**config.mk**
```make
export PLATFORM = sky130hd
export DESIGN_NAME = sorted_priority_queue
export DESIGN_NICKNAME = d
export VERILOG_FILES = /design/src/hdl/spq_pkg.sv /design/src/hdl/sorted_priority_queue.sv /design/src/hdl/spq_ctrl.sv /design/src/hdl/spq_datapath.sv
export VERILOG_INCLUDE_DIRS = /design/src /design/src/hdl
export SDC_FILE = /design/constraint.sdc
export NUM_CORES = 1
export LEC_CHECK = 0
export ABC_CLOCK_PERIOD_IN_PS = 6700
export BUFFER_PORTS_ARGS = -buffer_cell sky130_fd_sc_hd__buf_2
export CAP_MARGIN = 30
export CORE_MARGIN = 2
export CORE_UTILIZATION = 55
export CTS_CLUSTER_DIAMETER = 40
export DETAILED_ROUTE_END_ITERATION = 6
export GPL_TIMING_DRIVEN = 0
export PLACE_DENSITY = 0.83
export SLEW_MARGIN = 30
export SYNTH_ARGS = -nofsm -noshare
export SYNTH_HDL_FRONTEND = slang
export SYNTH_SLANG_ARGS = --single-unit
export TNS_END_PERCENT = 10
```
**constraint.sdc**
```tcl
create_clock -name clk -period 6.7 [get_ports clk]
set_input_delay 0.67 -clock clk [delete_from_list [all_inputs] [get_ports clk]]
set_output_delay 0.67 -clock clk [all_outputs]
set_load 0.05 [all_outputs]
```
**src/hdl/assert_macros.svh**
```systemverilog
// Assertion macros shared by the sorted priority queue modules.
`ifndef ASSERT_MACROS_SVH
`define ASSERT_MACROS_SVH

// Checks that a property holds at every clock edge outside reset.
`define SPQ_ASSERT(label, prop, msg) \
    label: assert property (@(posedge clk) disable iff (!rst_n) (prop)) else $error(msg);

// Checks that a condition in one cycle implies another in the next cycle.
`define SPQ_ASSERT_NEXT(label, ante, cons, msg) \
    label: assert property (@(posedge clk) disable iff (!rst_n) (ante) |=> (cons)) \
        else $error(msg);

`endif

```
**src/hdl/spq_pkg.sv**
```systemverilog
// Types, codes and constants of the sorted priority queue.
package spq_pkg;

    localparam int SPQ_DEPTH = 8;

    localparam logic CMD_ENQ = 1'b0;
    localparam logic CMD_DEQ = 1'b1;

    typedef enum logic [1:0] {
        STAT_ENQ = 2'd0,
        STAT_DEQ = 2'd1,
        STAT_OVF = 2'd2,
        STAT_UNF = 2'd3
    } spq_status_t;

    typedef enum logic {
        ST_IDLE,
        ST_EXEC
    } spq_state_t;

    typedef struct packed {
        logic               cmd;
        logic signed [31:0] value;
        logic        [7:0]  priority_req;
    } spq_in_t;

    typedef struct packed {
        logic signed [31:0] result_value;
        spq_status_t        status;
        logic        [3:0]  occupancy;
    } spq_out_t;

    // Commands from the controller to the datapath.
    typedef struct packed {
        logic        load;
        logic        do_enq;
        logic        do_deq;
        logic        emit;
        spq_status_t res_code;
    } spq_ctl_t;

    // Status from the datapath to the controller.
    typedef struct packed {
        logic is_deq;
        logic full;
        logic empty;
    } spq_stat_t;

endpackage

```
**src/hdl/sorted_priority_queue.sv**
```systemverilog
// Top level of the sorted priority queue: controller plus datapath.
//
// Usage: a transaction is offered on item (cmd, value, priority_req) with
// start high; it is taken at the rising edge where start is high and busy
// is low. cmd enqueue inserts value behind every held entry whose priority
// number is equal or lower, so ties leave in arrival order; cmd dequeue
// removes the front entry, the one with the lowest priority number.
// Every transaction yields exactly one result on result, marked by done for
// one cycle: the dequeued word (zero otherwise), a status code (enqueued,
// dequeued, overflow on a full queue, underflow on an empty one) and the
// occupancy after the operation.
// Sequence: the accepting edge latches the request and enters execute; the
// edge that ends the execute state registers the result and raises done.
// A new transaction is not taken while busy is high during the execute
// state, in which the register array shifts and inserts in parallel.
// The result register sits apart from the array, so the next transaction is
// taken in the same cycle that the previous result is shown.
// Reset empties the queue; entry contents are left as they are and are never
// read before being written. The receiver cannot stall, so done is one cycle.

module sorted_priority_queue
    import spq_pkg::*;
#(
    parameter int DEPTH = SPQ_DEPTH
)
(
    input  logic     clk,
    input  logic     rst_n,
    input  logic     start,
    output logic     busy,
    input  spq_in_t  item,
    output logic     done,
    output spq_out_t result
);

    spq_ctl_t  ctl;
    spq_stat_t stat;

    // The controller sequences accept and execute; it sees only status flags.
    spq_ctrl u_ctrl (
        .clk   (clk),
        .rst_n (rst_n),
        .start (start),
        .busy  (busy),
        .done  (done),
        .stat  (stat),
        .ctl   (ctl)
    );

    // The datapath holds the sorted entries and the result register.
    spq_datapath #(
        .DEPTH (DEPTH)
    ) u_datapath (
        .clk    (clk),
        .rst_n  (rst_n),
        .item   (item),
        .ctl    (ctl),
        .stat   (stat),
        .result (result)
    );

endmodule

```
**src/hdl/spq_ctrl.sv**
```systemverilog
// Controller state machine of the sorted priority queue.
`include "assert_macros.svh"

module spq_ctrl
    import spq_pkg::*;
(
    input  logic      clk,
    input  logic      rst_n,
    input  logic      start,
    output logic      busy,
    output logic      done,
    input  spq_stat_t stat,
    output spq_ctl_t  ctl
);

    spq_state_t state_reg;
    spq_state_t state_next;
    logic       done_reg;
    logic       done_next;

    always_ff @(posedge clk or negedge rst_n)
    begin
        if (!rst_n)
        begin
            state_reg <= ST_IDLE;
            done_reg  <= 1'b0;
        end
        else
        begin
            state_reg <= state_next;
            done_reg  <= done_next;
        end
    end

    // Next state.
    always_comb
    begin
        state_next = state_reg;
        case (state_reg)
            ST_IDLE:
            begin
                if (start)
                begin
                    state_next = ST_EXEC;
                end
            end
            ST_EXEC:
            begin
                state_next = ST_IDLE;
            end
            default:
            begin
                state_next = ST_IDLE;
            end
        endcase
    end

    // Outputs and datapath commands.
    always_comb
    begin
        ctl       = '0;
        busy      = 1'b0;
        done_next = 1'b0;
        case (state_reg)
            ST_IDLE:
            begin
                ctl.load = start;
            end
            ST_EXEC:
            begin
                busy      = 1'b1;
                done_next = 1'b1;
                ctl.emit  = 1'b1;
                if (stat.is_deq)
                begin
                    ctl.do_deq   = !stat.empty;
                    ctl.res_code = stat.empty ? STAT_UNF : STAT_DEQ;
                end
                else
                begin
                    ctl.do_enq   = !stat.full;
                    ctl.res_code = stat.full ? STAT_OVF : STAT_ENQ;
                end
            end
            default:
            begin
                busy = 1'b1;
            end
        endcase
    end

    assign done = done_reg;

    `SPQ_ASSERT_NEXT(a_exec_gives_done, state_reg == ST_EXEC, done_reg, "missing result strobe")
    `SPQ_ASSERT_NEXT(a_done_single, done_reg, !done_reg, "result strobe held too long")

endmodule

```
**src/hdl/spq_datapath.sv**
```systemverilog
// Sorted register array, request latch and result register of the queue.
`include "assert_macros.svh"

module spq_datapath
    import spq_pkg::*;
#(
    parameter int DEPTH = SPQ_DEPTH
)
(
    input  logic      clk,
    input  logic      rst_n,
    input  spq_in_t   item,
    input  spq_ctl_t  ctl,
    output spq_stat_t stat,
    output spq_out_t  result
);

    localparam int CNT_W = $clog2(DEPTH + 1);
    localparam int IDX_W = (DEPTH > 1) ? $clog2(DEPTH) : 1;

    logic [CNT_W-1:0]   count_reg;
    logic [CNT_W-1:0]   count_next;
    spq_in_t            req_reg;
    spq_out_t           res_reg;
    logic signed [31:0] data_reg [DEPTH];
    logic signed [31:0] data_next [DEPTH];
    logic        [7:0]  prio_reg [DEPTH];
    logic        [7:0]  prio_next [DEPTH];
    logic [DEPTH-1:0]   gt;
    logic [CNT_W+3:0]   occ_wide;

    // An entry moves back when it is valid and ranks behind the new one.
    always_comb
    begin
        for (int i = 0; i < DEPTH; i++)
        begin
            gt[i] = (CNT_W'(i) < count_reg) && (prio_reg[i] > req_reg.priority_req);
        end
    end

    always_comb
    begin
        logic [IDX_W-1:0] dn;
        logic [IDX_W-1:0] up;
        for (int i = 0; i < DEPTH; i++)
        begin
            dn = (i == 0) ? '0 : IDX_W'(i - 1);
            up = (i == DEPTH - 1) ? IDX_W'(i) : IDX_W'(i + 1);
            data_next[i] = data_reg[i];
            prio_next[i] = prio_reg[i];
            if (ctl.do_enq)
            begin
                if (i > 0 && gt[dn])
                begin
                    data_next[i] = data_reg[dn];
                    prio_next[i] = prio_reg[dn];
                end
                else if ((gt[i] || CNT_W'(i) == count_reg)
                         && (i == 0 || !gt[dn]))
                begin
                    data_next[i] = req_reg.value;
                    prio_next[i] = req_reg.priority_req;
                end
            end
            else if (ctl.do_deq)
            begin
                data_next[i] = data_reg[up];
                prio_next[i] = prio_reg[up];
            end
        end
    end

    always_comb
    begin
        count_next = count_reg;
        if (ctl.do_enq)
        begin
            count_next = count_reg + 1'b1;
        end
        else if (ctl.do_deq)
        begin
            count_next = count_reg - 1'b1;
        end
    end

    assign occ_wide = {4'b0000, count_next};

    always_ff @(posedge clk or negedge rst_n)
    begin
        if (!rst_n)
        begin
            count_reg <= '0;
        end
        else
        begin
            count_reg <= count_next;
        end
    end

    always_ff @(posedge clk)
    begin
        if (ctl.load)
        begin
            req_reg <= item;
        end
        if (ctl.emit)
        begin
            res_reg.result_value <= (ctl.res_code == STAT_DEQ) ? data_reg[0] : '0;
            res_reg.status       <= ctl.res_code;
            res_reg.occupancy    <= occ_wide[3:0];
        end
        for (int i = 0; i < DEPTH; i++)
        begin
            data_reg[i] <= data_next[i];
            prio_reg[i] <= prio_next[i];
        end
    end

    assign stat.is_deq = (req_reg.cmd == CMD_DEQ);
    assign stat.full   = (count_reg == CNT_W'(DEPTH));
    assign stat.empty  = (count_reg == '0);
    assign result      = res_reg;

    `SPQ_ASSERT(a_count_bound, count_reg <= CNT_W'(DEPTH), "occupancy above depth")
    `SPQ_ASSERT_NEXT(a_deq_shrinks, ctl.do_deq, count_reg == $past(count_reg - 1'b1), "bad dequeue count")

endmodule
```
==> flow_metrics.env <==
export IMPL_power_density_mw_per_mm2=372.1
export IMPL_holdPathStages=1
export IMPL_syn_avg_cell_area_um2=10.48
export IMPL_grt_pass1_wl_um=107100
export IMPL_die_area_mm2=0.03996
export IMPL_avgRoutedWirePerCell_um=26.45
export IMPL_antenna_cells=0
export IMPL_htree_levels=2
export IMPL_finalHoldViolCount=0
export IMPL_grt_pass1_vias=18500
export IMPL_maxUsedRoutingLayer="met5"
export IMPL_grt_total_usage=0.3611
export IMPL_worst_pin_slew_ps=1179
export IMPL_period_needed_ps=4593
export IMPL_drive_gt1_frac=0.1637
export IMPL_met1_length_um=25820
export IMPL_hold_class="input pin to flip-flop"
export IMPL_drv_cap=0
export IMPL_die_h_um=199.9
export IMPL_met3_length_um=10140
export IMPL_syn_area_mm2=0.02111
export IMPL_clkLatencyLatePin_ps=650
export IMPL_switching_share=0.3532
export IMPL_grt_max_degree=45
export IMPL_placed_cells=2627
export IMPL_cts_root_buf="clkbuf_16"
export IMPL_dr_pass1_iters=7
export IMPL_critPathKind="flip-flop to flip-flop"
export IMPL_grt_overflow=0
export IMPL_hpwl_um=49710
export IMPL_die_w_um=199.9
export IMPL_status="complete, but fails checks"
export IMPL_timing_rr_start="u_datapath.req_reg[7]"
export IMPL_fillCellCount=2847
export IMPL_wl_met2_um=31510
export IMPL_yosysMostFrequentCell="edfxtp_1"
export IMPL_skew_ps=50.21
export IMPL_power_leakage_nw=9.052
export IMPL_synth_top_cell_area_share=0.5676
export IMPL_cp_required_ps=7030
export IMPL_fmax_ghz=0.2177
export IMPL_crit_fanout=18
export IMPL_rrSetupSlack_ps=2110
export IMPL_rsz0062_at_grt="no"
export IMPL_post_route_drc_count=21
export IMPL_gp_congestion=0.9838
export IMPL_portBuffers=83
export IMPL_ctsResizeCount=0
export IMPL_post_cts_buffers=0
export IMPL_yosys_most_used_dff="edfxtp_1"
export IMPL_core_mm2=0.03776
export IMPL_p_int_mw=5.940
export IMPL_combPwrFrac=0.276
export IMPL_clkPwrFrac=0.342
export IMPL_layout_nets=2287
export IMPL_cts_tree="done"
export IMPL_synth_top_area_cell="edfxtp_1"
export IMPL_violations="DRC"
export IMPL_whs_endpoint="u_datapath.req_reg[16]"
export IMPL_ys_seq_area_frac=0.5747
export IMPL_fin_crit_sh=0.6855
export IMPL_synthCells=2014
export IMPL_routed_wl_um=72320
export IMPL_grt_antenna_before_repair=1
export IMPL_ant_nets=0
export IMPL_ff2ff_path_depth=11
export IMPL_clockBufferDepth=3
export IMPL_path_clk_slew_ps=60
export IMPL_cts_sinks=405
export IMPL_layout_cells_non_filler=2734
export IMPL_ios=84
export IMPL_ys_types=51
export IMPL_final_util=0.6537
export IMPL_start_kind="flip-flop"
export IMPL_synth_edf_count=399
export IMPL_core_rowCount=71
export IMPL_ir_drop_mv=0.2692
export IMPL_initial_utilization=0.5591
export IMPL_largest_reg_flops=256
export IMPL_cts_buffers=56
export IMPL_ys_ff_latch=405
export IMPL_yosys_top_cells_count="edfxtp_1, nor2_1, nand3_1, o21ai_0, a31oi_1"
export IMPL_pwr_share_seq=0.382
export IMPL_crit_path_end_kind="flip-flop"
export IMPL_yosys_warnings=0
export IMPL_switchingPower_mw=3.244
export IMPL_maxSlewHeadroom=0.2143
export IMPL_timing_rr_end="u_datapath.data_reg[0][54]"
export IMPL_yosys_top_cells_area="edfxtp_1, a31oi_1, nand3_1"
export IMPL_cp_arrival_ps=4930
export IMPL_synthToLayoutAreaGrowth_pct=16.93
export IMPL_vias=18970
export IMPL_synthArstFlopShare=0.01481
export IMPL_drv_slew=0
export IMPL_hp_start="item[16]"
export IMPL_post_drt_via_cell_ratio=6.937
export IMPL_finalSetupViolations=0
export IMPL_synth_fp_nets=2126
export IMPL_drtIter0Drc=3368
-- logic make-up after synthesis --
group	after synthesis	synth area share
simple gates	734	0.1589
compound gates	531	0.1530
flops	405	0.5747
buf+inv	232	0.05003
fa+ha+maj	68	0.04031
mux	40	0.02134
xor+xnor	4	0.001660
-- per-stage QoR --
stage	power (mW)	hold WS [ps]	setup WS [ps]	instance area [um^2]	TNS [ps]
3_5_place_dp	5.936	508.2	2386	22690	0
4_1_cts	9.040	197.3	2382	24680	0
5_1_grt	9.426	197.0	2038	24680	0
6_report	9.184	198.0	2107	24680	0
2_1_floorplan	5.013	374.4	1980	21110	0
3_3_place_gp	5.751	504.0	-586.1	22160	-117700
-- layer usage --
layer | vias up | GRT usage
li1 | 7918 | -
met1 | 8914 | 0.4600
met2 | 1758 | 0.5418
met3 | 373 | 0.1141
met4 | 4 | 0.2187
met5 | - | 0
-- worst max-delay path by stage --
stage / from / endpoint / slack, ps / cells past startpoint
4_1_cts: u_datapath.req_reg[7] / u_datapath.prio_reg[1][2] / 2380 / 11
3_3_place_gp: u_datapath.req_reg[7] / u_datapath.prio_reg[1][22] / -590 / 8
3_5_place_dp: u_datapath.req_reg[7] / u_datapath.prio_reg[1][2] / 2390 / 11
5_1_grt: u_datapath.req_reg[7] / u_datapath.prio_reg[1][2] / 2040 / 11
6_report: u_datapath.req_reg[7] / u_datapath.data_reg[0][54] / 2110 / 11
2_1_floorplan: u_ctrl.state_reg / u_datapath.data_reg[0][100] / 1980 / 5
-- what timing repair did --
| action | in CTS | in global routing |
|---|---|---|
| endpoints found under the hold margin | 6 | 0 |
| hold buffers | 1 | 0 |
| setup endpoints to repair | 0 | 0 |
-- worst max-delay path, stage by stage (launching register included) --
cell and delay [ps]:
edfxtp_1 320, clkbuf_1 330, inv_1 300, ha_1 400, and4_1 330, nand3_4 100
a21oi_1 900, clkbuf_1 520, nor2_1 220, a31oi_4 450, buf_8 220, buf_16 170
-- placed cells by master, fill, tap and decap left out, types with 8 or more instances in the layout --
master     instances
ha_1              68
buf_2            165
a21oi_1           33
edfxtp_1         399
clkinv_1           8
nand3_1          208
o21ai_1            8
nand4_1           46
buf_16             8
clkinv_4           8
clkbuf_1         110
buf_4             13
mux2_2            40
clkbuf_16         56
nor2_1           214
bufinv_16          8
inv_1             18
nor2b_1           11
o21ai_0          207
buf_8             12
o211ai_1          37
and3_1            38
nand2_1          191
a31oi_1          202
-- cell type report --
type / count / area (um^2) / area share
clock inverters: 47 / 571.8 / 0.02317
repair buffers: 103 / 807.0 / 0.03270
flip-flops and latches: 405 / 12140 / 0.4917
multi-input cells: 1377 / 8059 / 0.3265
clock buffers: 59 / 1413 / 0.05723
inverters: 18 / 67.56 / 0.002738
plain buffers: 214 / 988.4 / 0.04005
well taps: 511 / 639.4 / 0.02590
-- power by group through the flow --
stage | logic, mW | registers (mW) | clock network [mW]
2_1_floorplan | 1.46 | 3.55 | 0
4_1_cts | 2.42 | 3.49 | 3.13
3_3_place_gp | 2.18 | 3.57 | 0
6_report | 2.54 | 3.51 | 3.14
5_1_grt | 2.65 | 3.53 | 3.24
3_5_place_dp | 2.40 | 3.54 | 0
No activity file was read; power rests on OpenSTA's default activity.
